===== src/hw/rtl/bmfn_pkg.sv =====
package bmfn_pkg;

  localparam int WORD_W = 64;
  localparam int OFF_W  = 6;
  localparam int IDX_W  = 10;

  typedef enum logic [1:0] {
    MODE_CLEAR = 2'd0,
    MODE_WRITE = 2'd1,
    MODE_READ  = 2'd2,
    MODE_FIND  = 2'd3
  } mode_t;

  typedef enum logic [4:0] {
    S_IDLE   = 5'b00001,
    S_CLEAR  = 5'b00010,
    S_ACCESS = 5'b00100,
    S_SCAN   = 5'b01000,
    S_DONE   = 5'b10000
  } state_t;

  // lowest set bit of a word
  function automatic logic [OFF_W-1:0] lowest_set(input logic [WORD_W-1:0] w);
    logic [OFF_W-1:0] pos;
    pos = '0;
    for (int i = WORD_W - 1; i >= 0; i--) begin
      if (w[i]) begin
        pos = OFF_W'(i);
      end
    end
    return pos;
  endfunction

endpackage


===== src/hw/rtl/bmfn_ram.sv =====
module bmfn_ram #(
  parameter int WIDTH = 64,
  parameter int DEPTH = 16,
  parameter int ADDR_W = (DEPTH > 1) ? $clog2(DEPTH) : 1
) (
  input  logic              clk,
  input  logic              we,
  input  logic [ADDR_W-1:0] waddr,
  input  logic [WIDTH-1:0]  wdata,
  input  logic [ADDR_W-1:0] raddr,
  output logic [WIDTH-1:0]  rdata
);

  logic [WIDTH-1:0] mem [DEPTH];

  always_ff @(posedge clk) begin
    if (we) begin
      mem[waddr] <= wdata;
    end
    rdata <= mem[raddr];
  end

endmodule


===== src/hw/rtl/bit_map_find_next_top.sv =====
// Bit map with clear, write, read and find-next requests, one result per
// request. The flags sit in a single-port-read memory of 64-bit words, and
// every operation moves through it one word per cycle. A write or read
// accesses one word. A find scans the words from the start word up to the
// first hit (at most NUM_BITS/64, 16 at the default size). A clear zeroes
// every word in one sweep; the same zeroing sweep runs after reset, during
// which no request is accepted. A request may be taken while the previous
// result still waits on the output.
module bit_map_find_next_top
  import bmfn_pkg::*;
#(
  parameter int NUM_BITS = 1024
) (
  input  logic        clk,
  input  logic        rst,
  input  logic        s_tvalid,
  output logic        s_tready,
  input  logic [15:0] s_tdata,   // mode[1:0], bit_index[11:2], bit_value[12], zero
  output logic        m_tvalid,
  input  logic        m_tready,
  output logic [15:0] m_tdata    // read_value[0], found[1], found_index[11:2], zero
);

  localparam int NUM_WORDS = (NUM_BITS + WORD_W - 1) / WORD_W;
  localparam int ADDR_W    = (NUM_WORDS > 1) ? $clog2(NUM_WORDS) : 1;
  localparam int TAIL_BITS = NUM_BITS - (NUM_WORDS - 1) * WORD_W;
  localparam logic [ADDR_W-1:0] LAST = ADDR_W'(NUM_WORDS - 1);
  localparam logic [WORD_W-1:0] TAIL_MASK = {WORD_W{1'b1}} >> (WORD_W - TAIL_BITS);

  state_t state, state_next;

  logic [ADDR_W-1:0] ptr;
  logic              scan_first;
  logic              clr_req;
  mode_t             op_mode;
  logic [OFF_W-1:0]  op_off;
  logic              op_val;

  logic              res_read;
  logic              res_found;
  logic [IDX_W-1:0]  res_index;

  mode_t             in_mode;
  logic [IDX_W-1:0]  in_idx;
  logic              in_val;
  logic [31:0]       in_idx32;
  logic              in_ok;
  logic [ADDR_W-1:0] in_word;
  logic              accept;

  logic              ram_we;
  logic [ADDR_W-1:0] ram_waddr;
  logic [WORD_W-1:0] ram_wdata;
  logic [ADDR_W-1:0] ram_raddr;
  logic [WORD_W-1:0] ram_rdata;

  logic [ADDR_W-1:0] ptr_inc;
  logic [WORD_W-1:0] match;
  logic              hit;
  logic [OFF_W-1:0]  hit_pos;
  logic [31:0]       hit_idx32;
  logic              out_load;

  assign in_mode  = mode_t'(s_tdata[1:0]);
  assign in_idx   = s_tdata[11:2];
  assign in_val   = s_tdata[12];
  assign in_idx32 = 32'(in_idx);
  assign in_ok    = in_idx32 < 32'(NUM_BITS);
  assign in_word  = in_idx32[OFF_W +: ADDR_W];

  assign s_tready = (state == S_IDLE);
  assign accept   = s_tvalid && s_tready;

  assign ptr_inc  = (ptr == LAST) ? ptr : ptr + ADDR_W'(1);

  assign match = (ram_rdata ^ {WORD_W{~op_val}})
               & (scan_first ? ({WORD_W{1'b1}} << op_off) : {WORD_W{1'b1}})
               & ((ptr == LAST) ? TAIL_MASK : {WORD_W{1'b1}});
  assign hit       = |match;
  assign hit_pos   = lowest_set(match);
  assign hit_idx32 = 32'({ptr, hit_pos});

  assign out_load = (state == S_DONE) && (!m_tvalid || m_tready);

  always_comb begin
    ram_raddr = (state == S_IDLE) ? in_word : ptr_inc;
    ram_we    = 1'b0;
    ram_waddr = ptr;
    ram_wdata = '0;
    if (state == S_CLEAR) begin
      ram_we = 1'b1;
    end else if (state == S_ACCESS && op_mode == MODE_WRITE) begin
      ram_we    = 1'b1;
      ram_wdata = (ram_rdata & ~({{(WORD_W-1){1'b0}}, 1'b1} << op_off))
                | ({{(WORD_W-1){1'b0}}, op_val} << op_off);
    end
  end

  bmfn_ram #(
    .WIDTH (WORD_W),
    .DEPTH (NUM_WORDS),
    .ADDR_W(ADDR_W)
  ) u_ram (
    .clk  (clk),
    .we   (ram_we),
    .waddr(ram_waddr),
    .wdata(ram_wdata),
    .raddr(ram_raddr),
    .rdata(ram_rdata)
  );

  always_comb begin
    state_next = state;
    case (state)
      S_IDLE: begin
        if (accept) begin
          case (in_mode)
            MODE_CLEAR: state_next = S_CLEAR;
            MODE_WRITE,
            MODE_READ:  state_next = in_ok ? S_ACCESS : S_DONE;
            MODE_FIND:  state_next = in_ok ? S_SCAN : S_DONE;
            default:    state_next = S_DONE;
          endcase
        end
      end
      S_CLEAR: begin
        if (ptr == LAST) begin
          state_next = clr_req ? S_DONE : S_IDLE;
        end
      end
      S_ACCESS: state_next = S_DONE;
      S_SCAN: begin
        if (hit || ptr == LAST) begin
          state_next = S_DONE;
        end
      end
      S_DONE: begin
        if (out_load) begin
          state_next = S_IDLE;
        end
      end
      default: state_next = S_IDLE;
    endcase
  end

  always_ff @(posedge clk) begin
    if (rst) begin
      state    <= S_CLEAR;
      ptr      <= '0;
      clr_req  <= 1'b0;
      m_tvalid <= 1'b0;
    end else begin
      state <= state_next;
      if (out_load) begin
        m_tvalid <= 1'b1;
      end else if (m_tready) begin
        m_tvalid <= 1'b0;
      end
      case (state)
        S_IDLE: begin
          if (accept) begin
            clr_req <= (in_mode == MODE_CLEAR);
            ptr     <= (in_mode == MODE_CLEAR) ? '0 : in_word;
          end
        end
        S_CLEAR: ptr <= ptr_inc;
        S_SCAN: begin
          if (!hit) begin
            ptr <= ptr_inc;
          end
        end
        default: ;
      endcase
    end
  end

  always_ff @(posedge clk) begin
    if (accept) begin
      op_mode    <= in_mode;
      op_off     <= in_idx32[OFF_W-1:0];
      op_val     <= in_val;
      scan_first <= 1'b1;
      res_read   <= 1'b0;
      res_found  <= 1'b0;
      res_index  <= '0;
    end
    if (state == S_ACCESS && op_mode == MODE_READ) begin
      res_read <= ram_rdata[op_off];
    end
    if (state == S_SCAN) begin
      scan_first <= 1'b0;
      if (hit) begin
        res_found <= 1'b1;
        res_index <= hit_idx32[IDX_W-1:0];
      end
    end
    if (out_load) begin
      m_tdata <= {4'b0, res_index, res_found, res_read};
    end
  end

endmodule


===== config.mk =====
export PLATFORM = sky130hd
export DESIGN_NAME = bit_map_find_next_top
export DESIGN_NICKNAME = d
export VERILOG_FILES = /design/src/hw/rtl/bmfn_pkg.sv /design/src/hw/rtl/bmfn_ram.sv /design/src/hw/rtl/bit_map_find_next_top.sv
export SDC_FILE = /design/constraint.sdc
export NUM_CORES = 2
export LEC_CHECK = 0
export BUFFER_PORTS_ARGS = -buffer_cell sky130_fd_sc_hd__buf_2
export CORE_UTILIZATION = 60
export CTS_BUF_LIST = sky130_fd_sc_hd__clkbuf_4 sky130_fd_sc_hd__clkbuf_8 sky130_fd_sc_hd__clkbuf_16
export DETAILED_ROUTE_END_ITERATION = 12
export PLACE_DENSITY = 0.81
export SETUP_SLACK_MARGIN = 0.05
export SYNTH_ARGS = -nofsm -noshare
export SYNTH_HDL_FRONTEND = slang
export SYNTH_HIERARCHICAL = 1
export SYNTH_SLANG_ARGS = --single-unit

===== constraint.sdc =====
create_clock -name clk -period 20.7 [get_ports clk]
set_input_delay 4.14 -clock clk [delete_from_list [all_inputs] [get_ports clk]]
set_output_delay 4.14 -clock clk [all_outputs]
set_load 0.02 [all_outputs]

==> metrics.txt <==
run status complete, no violations; global placer's final weighted congestion 1.00; total core area 77600 um^2; final cell count without fillers 3860; final hold violations 0; WP data arrival 7.75 ns; Multi-input gate area 13100 um^2; Remaining DRCs 0; Design Area, Final 51900 um^2; Initial DRC Count 3189; first-pass GRT wire length 174000 um; Top FF cell, synth edfxtp_1; Overall Global Routing Usage 0.304; clock transition at the registers of the reported paths 0.06 ns; area share of and/or/nand/nor cells after synthesis 0.0585; Worst R2R End u_ram/rdata[44]; Overflow after GRT 0; Crit path largest cell delay 0.90 ns; setup violators final 0; share of the synthesized area in compound gates (AO/OA/AOI/OAI) 0.0677; Hold Startpoint res_index[5]; PD cells 132 nW/um^2; crit-path max FO 54; root buf cell clkbuf_16; R2R setup slack 15.75 ns; Critical Path End Type flop; Hold WS 0.426 ns; CTS sink count 1133; H-tree lvl count 3; Fillers 4930; row cnt 102; Worst EP required 21.23 ns; total power draw 6820 uW; synth top area cells edfxtp_1 67%, mux4_2 13%, dfxtp_1 3.7%; Initial Util 0.608; post-synthesis mux area share 0.141; Final period util 0.349; area share of the largest cell type after synthesis 0.666; die area 79700 um^2; Mapped Area 47200 um^2; hold depth 0; Top delay family on crit path buffers and inverters; ANT cells 0; crit start category input port; cell taking the most area after synthesis edfxtp_1; Nets 2752; DP Wirelength 65400 um; CTS max path bufs 3; post-route ant nets 0; fin. max-slew vios 0; worst skew pair latency 0.72 ns; Post-synth EDFFs 1046; hold endpoint m_tdata[7]; Top Ports 38; xor and xnor area share after synthesis 0.00631; Sequential Area 33200 um^2; crit path time final 7.22 ns; vias in the first global route 26662; WS Path Type in2reg; largest net degree at the start of global routing 154; Hold WC Path Type reg2reg; Detailed Routing Iterations Pass 1 6; Synth Area in Adders 0.000796; synth-to-layout area growth 9.99%; Setup Skew 0.0568 ns; die width 282 um; layout cell share with drive strength beyond 1 0.210; initial antenna violation count 1; Least-Margin Pin Slew 1.25 ns; Chip Height 282 um; Area after DPL 48200 um^2; RSZ-0062 raised after global routing false; DP Cell Count 3662; Cells after Synth 2711; CP Buf/Inv Count 3; Vias 26643; Slew HR 0.166; Vias per Instance 6.90; CTS tree done; origin of the critical flop-to-flop path ptr[1]; Post-CTS Setup Inserts 0; final WL 119000 um; WL/cell 30.8 um; Buffers on Ports 30; sequential area share after synthesis 0.703; Pleak 0.0154 uW; fmax 138 MHz; slowest CP cell buf_4; Hold-fix buffers, CTS 0; main combinational cell family by area after synthesis multiplexers; Crit path top cell by count buf_4; CTS resizes 0; Fin Setup TNS 0 ns; Mean Syn Cell Area 17.4 um^2; async set-or-reset flop fraction in the synthesized netlist 0; max_cap viols 0; Peak supply drop 118 uV; cts bufs inserted 105; critical path cell sequence buf_2 -> nor2_1 -> a21oi_4 -> buf_4 -> buf_4 -> mux4_2 -> a22oi_1 -> nand2_1; Synth Register Bits 1133; YS warnings 6; Worst Reg-to-Reg Cells 9; Synth cell types 92
## how the worst max path moves through the flow
stage / slack (ns) / startpoint / cells after the start / end
floorplan: 13.94 / state[0] / 8 / u_ram/mem[0][0]
global placement: 12.77 / s_tdata[8] / 8 / u_ram/rdata[2]
detailed placement: 12.71 / s_tdata[8] / 8 / u_ram/rdata[44]
CTS: 13.39 / s_tdata[8] / 8 / u_ram/rdata[44]
global route: 13.16 / s_tdata[8] / 8 / u_ram/rdata[44]
finish: 13.48 / s_tdata[8] / 8 / u_ram/rdata[44]
## kinds of logic after synthesis
logic type,count (synthesis)
DFF,1133
other,1
muxes,316
AOI/OAI and AO/OA,462
adders and majority gates,3
buffers and inverters,200
and+or+nand+nor,562
xor gates and xnor gates,34
## through the flow
stage	setup WS, ns	utilization
after floorplan	13.94	-
after global placement	12.77	0.622
after detailed placement	12.71	0.622
after CTS	13.39	0.668
after global routing	13.16	0.669
final	13.48	0.669
## metal layers
layer	global-route usage	up-vias	routed length, um
met5	0	-	0
met4	0.115	0	4110
met3	0.0457	290	10900
met2	0.502	1595	59300
met1	0.416	13687	44500
li1	-	11071	-
## cell usage after synthesis, drive strengths merged, types with 15 or more instances
cell type  number
a211oi         17
a21oi          87
a22oi         134
a31oi          17
buf           110
clkbuf         71
dfxtp          87
edfxtp       1046
inv            18
mux2i          36
mux4          277
nand2         185
nand2b         29
nand3          64
nand4          15
nor2          119
nor2b          23
nor3           34
nor4           15
o211ai         18
o21ai          74
xnor2          20
## cell type report
cell class	count	share of cell area
flip-flops and latches	1133	0.639
clock inverters	56	0.0127
inverters	19	0.00137
well taps	1040	0.0251
repair buffers	89	0.0119
clock buffers	142	0.0571
multi-input cells	1381	0.253
## flip-flops by register name (all words and copies together), names as in the netlist
signal and flops:
clr_req 1, m_tdata 12, m_tvalid 1, op_mode 2, op_off 6, op_val 1
ptr 4, res_found 1, res_index 10, res_read 1, scan_first 1, state 5
u_ram/mem 1024, u_ram/rdata 64
## placed cells by master (no fill, tap or decap), types with 8 or more instances in the layout
cell type  Yosys  layout
inv_1         17      17
a22oi_1      134     134
a211oi_1      17      17
clkbuf_4       0      28
nand2b_1      29      29
buf_4         27      57
o211ai_1      17      17
nor3_1        34      30
nand2_1      184     184
nand4_1       12      12
clkinv_2       0      14
xnor2_1       20      20
clkbuf_16      0     105
xor2_1        14      14
nor2b_1       23      21
nor2_1       119     106
nor4_1        14      14
nand3b_1      12      12
nor2_4         0      13
and3_1        12      12
edfxtp_1    1046    1046
mux4_2       277     277
nand3_1       62      62
buf_2         37      30
dfxtp_1       87      87
a21o_1         8       8
or3_1         12      12
and2_1         9       8
a21oi_1       87      84
clkbuf_8       0       9
bufinv_16      0       9
o21ai_0       66      66
clkinv_1       1      23
a31oi_1       17      17
mux2i_1       36      36
## worst reg2reg max path, stage by stage, from the launching register on
cell,delay [ns]
dfxtp_1,0.58
ha_1,0.33
and3_1,0.25
xnor2_1,0.12
a21oi_4,0.77
buf_4,0.63
buf_4,0.94
mux4_2,0.70
a22oi_1,0.28
nand2_1,0.14
## power by group
| part | internal [uW] | switching, uW |
|---|---|---|
| Sequential | 2850 | 222 |
| Clock | 1130 | 845 |
| Combinational | 785 | 996 |
| Total | 4760 | 2060 |
(Power assumes the default switching activity.)
